**src/sv/bbun_pkg.sv**
```systemverilog
// ----------------------------------------------------------------------------
// bbun_pkg
// Shared types and constants for the bounding box unit normalizer.
// ----------------------------------------------------------------------------
`timescale 1ns / 1ps

package bbun_pkg;

	localparam int FRAC_BITS = 16;
	localparam int COORD_W   = 32;
	localparam int GAIN_W    = 16;
	localparam int GAIN_FRAC = 8;
	localparam int SCALE_W   = 32;
	localparam int AXES      = 3;

	localparam int NUM_SHIFT = 2 * FRAC_BITS + 1 - GAIN_FRAC;
	localparam int NUM_W     = GAIN_W + NUM_SHIFT;
	localparam int CNT_W     = $clog2(NUM_W + 1);
	localparam int QX_W      = (NUM_W > SCALE_W) ? NUM_W : SCALE_W;
	localparam int PROD_W    = 2 * COORD_W;
	localparam int P_W       = PROD_W - FRAC_BITS;

	localparam logic [COORD_W-1:0] POS_MAX    = {1'b0, {(COORD_W - 1){1'b1}}};
	localparam logic [COORD_W-1:0] NEG_MIN    = {1'b1, {(COORD_W - 1){1'b0}}};
	localparam logic [SCALE_W-1:0] SCALE_ONE  = SCALE_W'(1) << FRAC_BITS;
	localparam logic [SCALE_W-1:0] SCALE_MAX  = {SCALE_W{1'b1}};
	localparam logic [GAIN_W-1:0]  GAIN_RESET = GAIN_W'(256);

	localparam logic OP_MEASURE   = 1'b0;
	localparam logic OP_TRANSFORM = 1'b1;

	typedef struct packed {
		logic                      op;
		logic signed [COORD_W-1:0] coord_x;
		logic signed [COORD_W-1:0] coord_y;
		logic signed [COORD_W-1:0] coord_z;
		logic                      last_vertex;
	} in_item_t;

	typedef struct packed {
		logic signed [COORD_W-1:0] norm_x;
		logic signed [COORD_W-1:0] norm_y;
		logic signed [COORD_W-1:0] norm_z;
		logic                      saturated;
		logic                      flat_box;
	} out_item_t;

	typedef struct packed {
		logic load;
		logic measure;
		logic close;
		logic pick;
		logic div_start;
		logic flat_load;
		logic scale_load;
		logic diff;
		logic mul;
		logic out_load;
	} dp_cmd_t;

	typedef struct packed {
		logic last;
		logic ext_zero;
		logic div_done;
	} dp_stat_t;

endpackage

```
**src/sv/bbun_ctrl.sv**
```systemverilog
// ----------------------------------------------------------------------------
// bbun_ctrl
// Sequencer for measure, close and transform steps, and the output handshake.
// ----------------------------------------------------------------------------
`timescale 1ns / 1ps

module bbun_ctrl (
	input  logic               clk,
	input  logic               arst_n,
	input  logic               in_valid,
	input  logic               in_op,
	output logic               in_ready,
	output logic               out_valid,
	input  logic               out_ready,
	input  bbun_pkg::dp_stat_t stat,
	output bbun_pkg::dp_cmd_t  cmd
);

	typedef enum logic [2:0] {
		S_IDLE,
		S_MEAS,
		S_CLOSE,
		S_PICK,
		S_LAUNCH,
		S_DIV,
		S_DIFF,
		S_MUL
	} state_t;

	state_t state_q;
	state_t state_d;
	logic   out_valid_q;
	logic   out_free;
	logic   out_wait_q;

	assign out_free = !out_valid_q || out_ready;

	always_comb begin
		cmd     = '0;
		state_d = state_q;
		unique case (state_q)
			S_IDLE: begin
				if (in_valid && !out_wait_q) begin
					cmd.load = 1'b1;
					state_d  = (in_op == bbun_pkg::OP_MEASURE) ? S_MEAS : S_DIFF;
				end
			end
			S_MEAS: begin
				cmd.measure = 1'b1;
				state_d     = stat.last ? S_CLOSE : S_IDLE;
			end
			S_CLOSE: begin
				cmd.close = 1'b1;
				state_d   = S_PICK;
			end
			S_PICK: begin
				cmd.pick = 1'b1;
				state_d  = S_LAUNCH;
			end
			S_LAUNCH: begin
				if (stat.ext_zero) begin
					cmd.flat_load = 1'b1;
					state_d       = S_IDLE;
				end else begin
					cmd.div_start = 1'b1;
					state_d       = S_DIV;
				end
			end
			S_DIV: begin
				if (stat.div_done) begin
					cmd.scale_load = 1'b1;
					state_d        = S_IDLE;
				end
			end
			S_DIFF: begin
				cmd.diff = 1'b1;
				state_d  = S_MUL;
			end
			S_MUL: begin
				cmd.mul = 1'b1;
				state_d = S_IDLE;
			end
			default: begin
				state_d = S_IDLE;
			end
		endcase
		if (out_wait_q && out_free) begin
			cmd.out_load = 1'b1;
		end
	end

	// out_wait_q marks a finished product waiting for the output register
	always_ff @(posedge clk or negedge arst_n) begin
		if (!arst_n) begin
			state_q     <= S_IDLE;
			out_valid_q <= 1'b0;
			out_wait_q  <= 1'b0;
		end else begin
			state_q <= state_d;
			if (cmd.out_load) begin
				out_valid_q <= 1'b1;
			end else if (out_ready) begin
				out_valid_q <= 1'b0;
			end
			if (state_q == S_MUL) begin
				out_wait_q <= 1'b1;
			end else if (cmd.out_load) begin
				out_wait_q <= 1'b0;
			end
		end
	end

	assign in_ready  = (state_q == S_IDLE) && !out_wait_q;
	assign out_valid = out_valid_q;

endmodule

```
**config.mk**
```make
export PLATFORM = sky130hd
export DESIGN_NAME = bbun_ctrl
export DESIGN_NICKNAME = d
export VERILOG_FILES = /design/src/sv/bbun_pkg.sv /design/src/sv/bbun_ctrl.sv
export SDC_FILE = /design/constraint.sdc
export NUM_CORES = 1
export LEC_CHECK = 0
export ABC_AREA = 1
export BUFFER_PORTS_ARGS = -buffer_cell sky130_fd_sc_hd__buf_2
export CAP_MARGIN = 30
export CORE_AREA = 2 2 39 41
export CTS_CLUSTER_SIZE = 25
export DETAILED_ROUTE_END_ITERATION = 10
export DIE_AREA = 0 0 41 43
export GPL_ROUTABILITY_DRIVEN = 0
export HOLD_SLACK_MARGIN = 0.08
export SLEW_MARGIN = 20
export SYNTH_ARGS = -nofsm -noshare
export SYNTH_HDL_FRONTEND = slang
export SYNTH_SLANG_ARGS = --single-unit
```
**constraint.sdc**
```tcl
create_clock -name clk -period 1.7 [get_ports clk]
set_input_delay 0.34 -clock clk [delete_from_list [all_inputs] [get_ports clk]]
set_output_delay 0.34 -clock clk [all_outputs]
set_load 0.01 [all_outputs]
```
==> results of run 1 <==
==> cell type report <==
type / count / area, sq um / share of cell area, %
inverter: 14 / 52.6 / 10.5
timing repair buffer: 20 / 105 / 20.9
clock buffer: 4 / 26.3 / 5.24
sequential: 5 / 125 / 24.9
multi-input combinational: 36 / 173 / 34.4
tap: 16 / 20.0 / 3.99
==> metal layers <==
metal / vias to the layer above / wire (um)
met2: 11 / 408
met1: 173 / 321
met5: - / 0
li1: 215 / -
met4: 0 / 0
met3: 0 / 52
==> final timing paths <==
path | end | from | slack [ns]
max in group asynchronous | state_q[1]$_DFFE_PN0P_ | arst_n | 1.13
worst max register to register | state_q[2]$_DFFE_PN0P_ | state_q[1]$_DFFE_PN0P_ | 0.59
worst max-delay path | cmd[9] | state_q[1]$_DFFE_PN0P_ | 0.11
worst min-delay path | out_valid$_DFFE_PN0P_ | out_ready | 0.37
min in group asynchronous | out_valid$_DFFE_PN0P_ | arst_n | 0.44
worst min register to register | out_valid$_DFFE_PN0P_ | out_valid$_DFFE_PN0P_ | 0.52
==> worst register-to-register path, stage by stage, from the launching register on <==
cell     delay, ns
dfrtp_1       0.46
nor2_2        0.19
nand2_2       0.09
nor2_2        0.10
nor2_2        0.05
nand2_1       0.06
nand2_1       0.04
==> placed cells by master (no fill, tap or decap), drive strengths merged <==
master       synthesis  routed
a21oi                1       1
buf                  1      19
clkbuf               0       4
dfrtp                5       5
dlygate4sd3          0       1
inv                 14      14
nand2               10      10
nand3                9       9
nand4                1       1
nor2                11      11
nor3                 2       2
o21ai                2       2
==> cells by family (layout without fill, tap and decap cells) <==
family	count (synthesis)	in the layout	synth area share, %
AO/OA/AOI/OAI	3	3	4.15
buffers and inverters	15	38	17.6
flip-flops	5	5	34.6
AND/OR/NAND/NOR	33	33	43.6
==> stage by stage <==
step | utilization [%] | worst slack (ns) | cell area (sq um) | total power [mW]
finish | 36.3 | 0.110 | 502 | 0.764
floorplan | - | 0.396 | 362 | 0.527
CTS | 36.3 | 0.0870 | 502 | 0.782
global route | 36.3 | 0.00141 | 502 | 0.844
detailed placement | 33.6 | 0.350 | 465 | 0.638
global placement | 33.6 | 0.381 | 465 | 0.632
==> sequential cells by signal, indices dropped and copies added, names as in the netlist <==
signal and cells:
out_wait_q 1, state_q 3, out_valid 1
==> synthesized netlist by cell type <==
master / count / share of area, %
nor2_1: 7 / 7.3
nand3_1: 9 / 12
o21ai_0: 2 / 2.8
nor3_1: 2 / 2.8
nand2_1: 9 / 9.3
nor2_2: 3 / 5.2
inv_1: 12 / 12
a21oi_1: 1 / 1.4
inv_2: 2 / 2.1
buf_6: 1 / 3.1
nand2_2: 1 / 1.7
nand4_1: 1 / 1.7
dfrtp_1: 5 / 35
nor2_4: 1 / 3.1
==> power groups by stage <==
stage	Clock [mW]	Combinational [mW]	Sequential, mW
CTS	0.143	0.411	0.229
floorplan	0	0.321	0.206
detailed placement	0	0.408	0.230
global placement	0	0.406	0.226
global route	0.144	0.462	0.237
finish	0.133	0.403	0.229
==> what timing repair did <==
action                    4_1_cts  5_1_grt
resized for setup               0        0
hold buffers                    1        0
setup buffers                   0        0
hold endpoints to repair        5        0
==> results.md, run 1 <==
- Antenna violations before repair: 0
- Crit-path leading delay family: flip-flops
- CTS sink cnt: 5
- Yosys warning count: 0
- Core Footprint: 1380 sq um
- Worst-path fanout max: 8
- Die area: 1760 sq um
- Crit-path max cell delay: 0.46 ns
- Die Width: 41 um
- CP max stage cell: dfrtp_1
- Final setup violation count: 0
- Startpoint Class: flip-flop
- Initial DRC count: 0
- Clk_skew: 0.00186 ns
- Switching Fraction: a little under half
- Via Count: 399
- Status: complete, no violations
- Global Route met3 Usage: 1.57%
- Mapped Cells: 56
- Placement row count: 14
- Vias in the first global route: 348
- CP Data Required Time: 1.36 ns
- Die height: 43 um
- First-pass GRT wire length: 1280 um
- Placed cell count: 90
- Final hold viol count: 0
- Via density: 4.20
- Max-cap violations: 0
- Syn nets: 64
- Worst path cell trace: nor2_2 > nand2_2 > nor3_1 > buf_2
- Maximum clock insertion buffer count: 2
- Worst path arrival time: about 1.3 ns
- Nets@finish: 88
- Worst Path Class, Setup: reg -> out
- Number of diodes: 0
- Worst Tran Pin Value: 0.262 ns
- Path category of the worst min-delay check: in -> reg
- DRC Markers: 0
- WHS Path Cells: 4
- Tot GR Track Use: 10.8%
- Combinational Power Share: 52.7%
- Layout cells sized above 1: 36.7%
- Fill count: 160
- Clock transition at path regs: about 0.04 ns
- Worst reg2reg path depth: 6
- Max-slew violation count: 0
- Port-buffer cells: 19
- CP endpoint kind: output port
- Sequential power share: 29.9%
- Routed wire per std cell: slightly above 8 um
- Post-synthesis sequential area ratio: approximately 35%
- Tmin final: 1.59 ns
- Largest net degree at the start of global routing: 9
- Cell count along the critical path: 4
- Count of different cell masters after synthesis: 14
- Count of state elements after synthesis: 5
- RSZ-0062 raised after global routing: no
- Total Neg Setup Slack: 0 ns
- Final period util: 93.5%
- Max rail drop VDD: about 0.56 mV
- Post-DP HPWL: 691 um
- Initial Util: approximately a quarter
- P_int: 0.408 mW
- H-Tree Depth: 1
- Power per cell area: 1520 nW/um^2
- Post-Route WL: 782 um
- GRT busiest layer: met2
- Pre-Repair DR Iteration Count: 1
- Antenna viol nets, final: 0
- TritonCTS clock tree: yes
- GR Layer Usage met2: between 15 and 20%
- CTS buffer count: 3
- Clock latency on the worst-skew pair: 0.24 ns
- P&R area growth vs syn: 38.8%
- Buf+Inv Stages, Crit Path: 1
- Mapped cell area: 362 sq um
- Met1 usage: 12.7%
- P_sw: 0.357 mW
- Clock share of power: 17.3%
- WHS: between 0.3 and 0.4 ns
- Post-Layout Cell Count: 95
- GRT Residual Overflow: 0
- Root Driver: clkbuf_4
- Ports: 20
- Lkg Pwr: 0.332 nW
- Headroom to the max-slew limit: between 80% and 90%
- Average cell area after synthesis: 6.46 sq um
- F_max: between 600 and 700 MHz
Note: power is estimated with default switching activity, not from simulation.
==> run 2, diff against run 1 <==
- BUFFER_PORTS_ARGS: -buffer_cell sky130_fd_sc_hd__buf_2 -> -buffer_cell sky130_fd_sc_hd__buf_4
- REMOVE_ABC_BUFFERS: unset -> 1
==> run 2 against run 1 <==
  * Global-route usage increased by 0.94 points
  * Count of clock-buffer cells in the layout down 1
  * Power up 9.0%
  * Critical path type unchanged
  * Largest cell class unchanged
==> results.md, run 2 (same netlist as run 1, synthesis figures left out) <==
- Status: complete, no violations
- Clk_skew: 0.0109 ns (+0.00904 ns)
- Worst Path Class, Setup: reg -> out
- Tot Pwr: 0.833 mW (+9.0%)
- Met1 usage: 13.5% (+0.78 points)
- Post-Layout Cell Count: 95 (unchanged)
- Post-Route WL: 831 um (+6.3%)
- Post-DP HPWL: 717 um (+3.7%)
- Routed wire per std cell: 8.75 um (+6.3%)
- Maximum clock insertion buffer count: 2 (unchanged)
- Clock latency on the worst-skew pair: 0.25 ns (about the same)
- Die area: 1760 sq um (unchanged)
- Headroom to the max-slew limit: 80.8% (-1.8 points)
- Die Width: 41 um (unchanged)
- Area after DPL: 513 sq um (+10%)
- Root Driver: clkbuf_4
- Pre-Repair DR Iteration Count: 1 (unchanged)
- Initial DRC count: 0 (unchanged)
- Final setup violation count: 0 (unchanged)
- DRC Markers: 0 (unchanged)
- Global Route met3 Usage: 3.14% (+1.6 points)
- Lkg Pwr: 0.343 nW (+3.2%)
- Tmin final: 1.58 ns (-0.0138 ns)
- Placed cell count: 90 (unchanged)
- Path category of the worst min-delay check: in -> reg
- Nets@finish: 88 (unchanged)
- Most common cell after layout, fill and taps aside: buf_4
- GRT Residual Overflow: 0 (unchanged)
- Power per cell area: 1500 nW/um^2 (-1.5%)
- Clock transition at path regs: 0.05 ns (about the same)
- GRT busiest layer: met2
- Largest net degree at the start of global routing: 9 (unchanged)
- Max rail drop VDD: 0.568 mV (+1.8%)
- Footprint of the multi-input gates: 178 sq um (+2.9%)
- CP endpoint kind: output port
- CTS buffer count: 3 (unchanged)
- Number of diodes: 0 (unchanged)
- Initial Util: 26.1% (unchanged)
- Port-buffer cells: 19 (unchanged)
- RSZ-0062 raised after global routing: no
- First-pass GRT wire length: 1360 um (+6.5%)
- Via Count: 402 (+0.75%)
- Placement row count: 14 (unchanged)
- Worst-path fanout max: 8 (unchanged)
- Worst Tran Pin Value: 0.288 ns (+0.0265 ns)
- Worst path arrival time: 1.24 ns (about the same)
- Fill count: 157 (-1.9%)
- P&R area growth vs syn: 53.6%
- Vias in the first global route: 372 (+6.9%)
- Die height: 43 um (unchanged)
- Layout cells sized above 1: 38.0% (+1.3 points)
- TritonCTS clock tree: yes
- Ports: 20 (unchanged)
- Tot GR Track Use: 11.7% (+0.94 points)
- Max-cap violations: 0 (unchanged)
- Most frequent cells in the layout: 19 x buf_4, 12 x inv_1, 9 x nand3_1, 9 x nand2_1, 7 x nor2_1
- F_max: 634 MHz (+0.87%)
- Post-CTS Setup Inserts: 0 (unchanged)
- GR Layer Usage met2: 17.8% (+1.3 points)
- Final hold viol count: 0 (unchanged)
- Total Neg Setup Slack: 0 ns (unchanged)
- Max FFs per register: 3 (unchanged)
- CTS sink cnt: 5 (unchanged)
- Antenna viol nets, final: 0 (unchanged)
- Max-slew violation count: 0 (unchanged)
- Antenna violations before repair: 0 (unchanged)
- Seq. cell area: 125 sq um (unchanged)
- Post-route cell area: 556 sq um (+11%)
- Final period util: 92.7% (-0.81 points)
- Largest reg by FF count: state_q
- Via density: 4.23 (+0.75%)
- CP Data Required Time: 1.36 ns (about the same)
- Startpoint Class: flip-flop
- H-Tree Depth: 1 (unchanged)
- Core Footprint: 1380 sq um (unchanged)
==> run 2: cell types whose count changed in the layout (fill, tap and decap cells not counted) <==
cell,before,now
buf_2,19,0
clkbuf_1,1,0
clkinv_2,0,1
buf_4,0,19
nor2_2,3,2
nor2_4,1,2
==> run 2: metal layers <==
layer  vias to the layer above  part of all wire (%)
li1                        216                     -
met1                       175                    40
met2                        11                    53
met3                         0                   7.3
met4                         0                     0
met5                         -                     0
==> run 2: path summary, 6_finish.rpt <==
path	from	end	slack, ns	cells after the start
worst min-delay path	out_ready	out_valid$_DFFE_PN0P_	0.35	4
worst max register to register	state_q[1]$_DFFE_PN0P_	state_q[2]$_DFFE_PN0P_	0.61	6
max in group asynchronous	arst_n	out_wait_q$_DFFE_PN0P_	1.15	2
worst min register to register	out_valid$_DFFE_PN0P_	out_valid$_DFFE_PN0P_	0.53	2
worst max-delay path	state_q[1]$_DFFE_PN0P_	cmd[9]	0.12	4
min in group asynchronous	arst_n	out_valid$_DFFE_PN0P_	0.43	2
==> run 2: metrics by stage <==
step	worst slack [ns]	hold WS (ns)	utilization, %
final	0.124	0.351	40.1
after detailed placement	0.361	0.147	37.1
after floorplan	0.414	0.0444	-
after global routing	0.0214	0.384	40.1
after CTS	0.0666	0.346	39.8
after global placement	0.371	0.144	37.1
==> run 2: area by class of cell <==
class	instances	area share, %
Clock buffer	3	4.05
Multi-Input combinational cell	36	32.0
Timing Repair Buffer	20	27.5
Clock inverter	1	0.901
Sequential cell	5	22.5
Tap cell	16	3.60
Inverter	14	9.46
==> run 2: where the power goes <==
group          internal [mW]  total (mW)  switching (mW)  leakage [nW]
Combinational          0.207       0.458           0.251         0.260
Clock                 0.0854       0.139          0.0536        0.0177
Sequential             0.162       0.236          0.0737        0.0654
Total                  0.455       0.833           0.379         0.343
==> run 2: worst max-delay path: stages (launching register included) <==
cell and delay, ns:
dfrtp_1 0.47, nor2_4 0.15, nand2_2 0.08, nor3_1 0.14, buf_4 0.15
==> run 2: timing repair <==
item | in CTS | in global routing
hold buffers | 1 | 0
endpoints found under the setup margin | 0 | 1
endpoints found under the hold margin | 5 | 0
resized for setup | 0 | 1
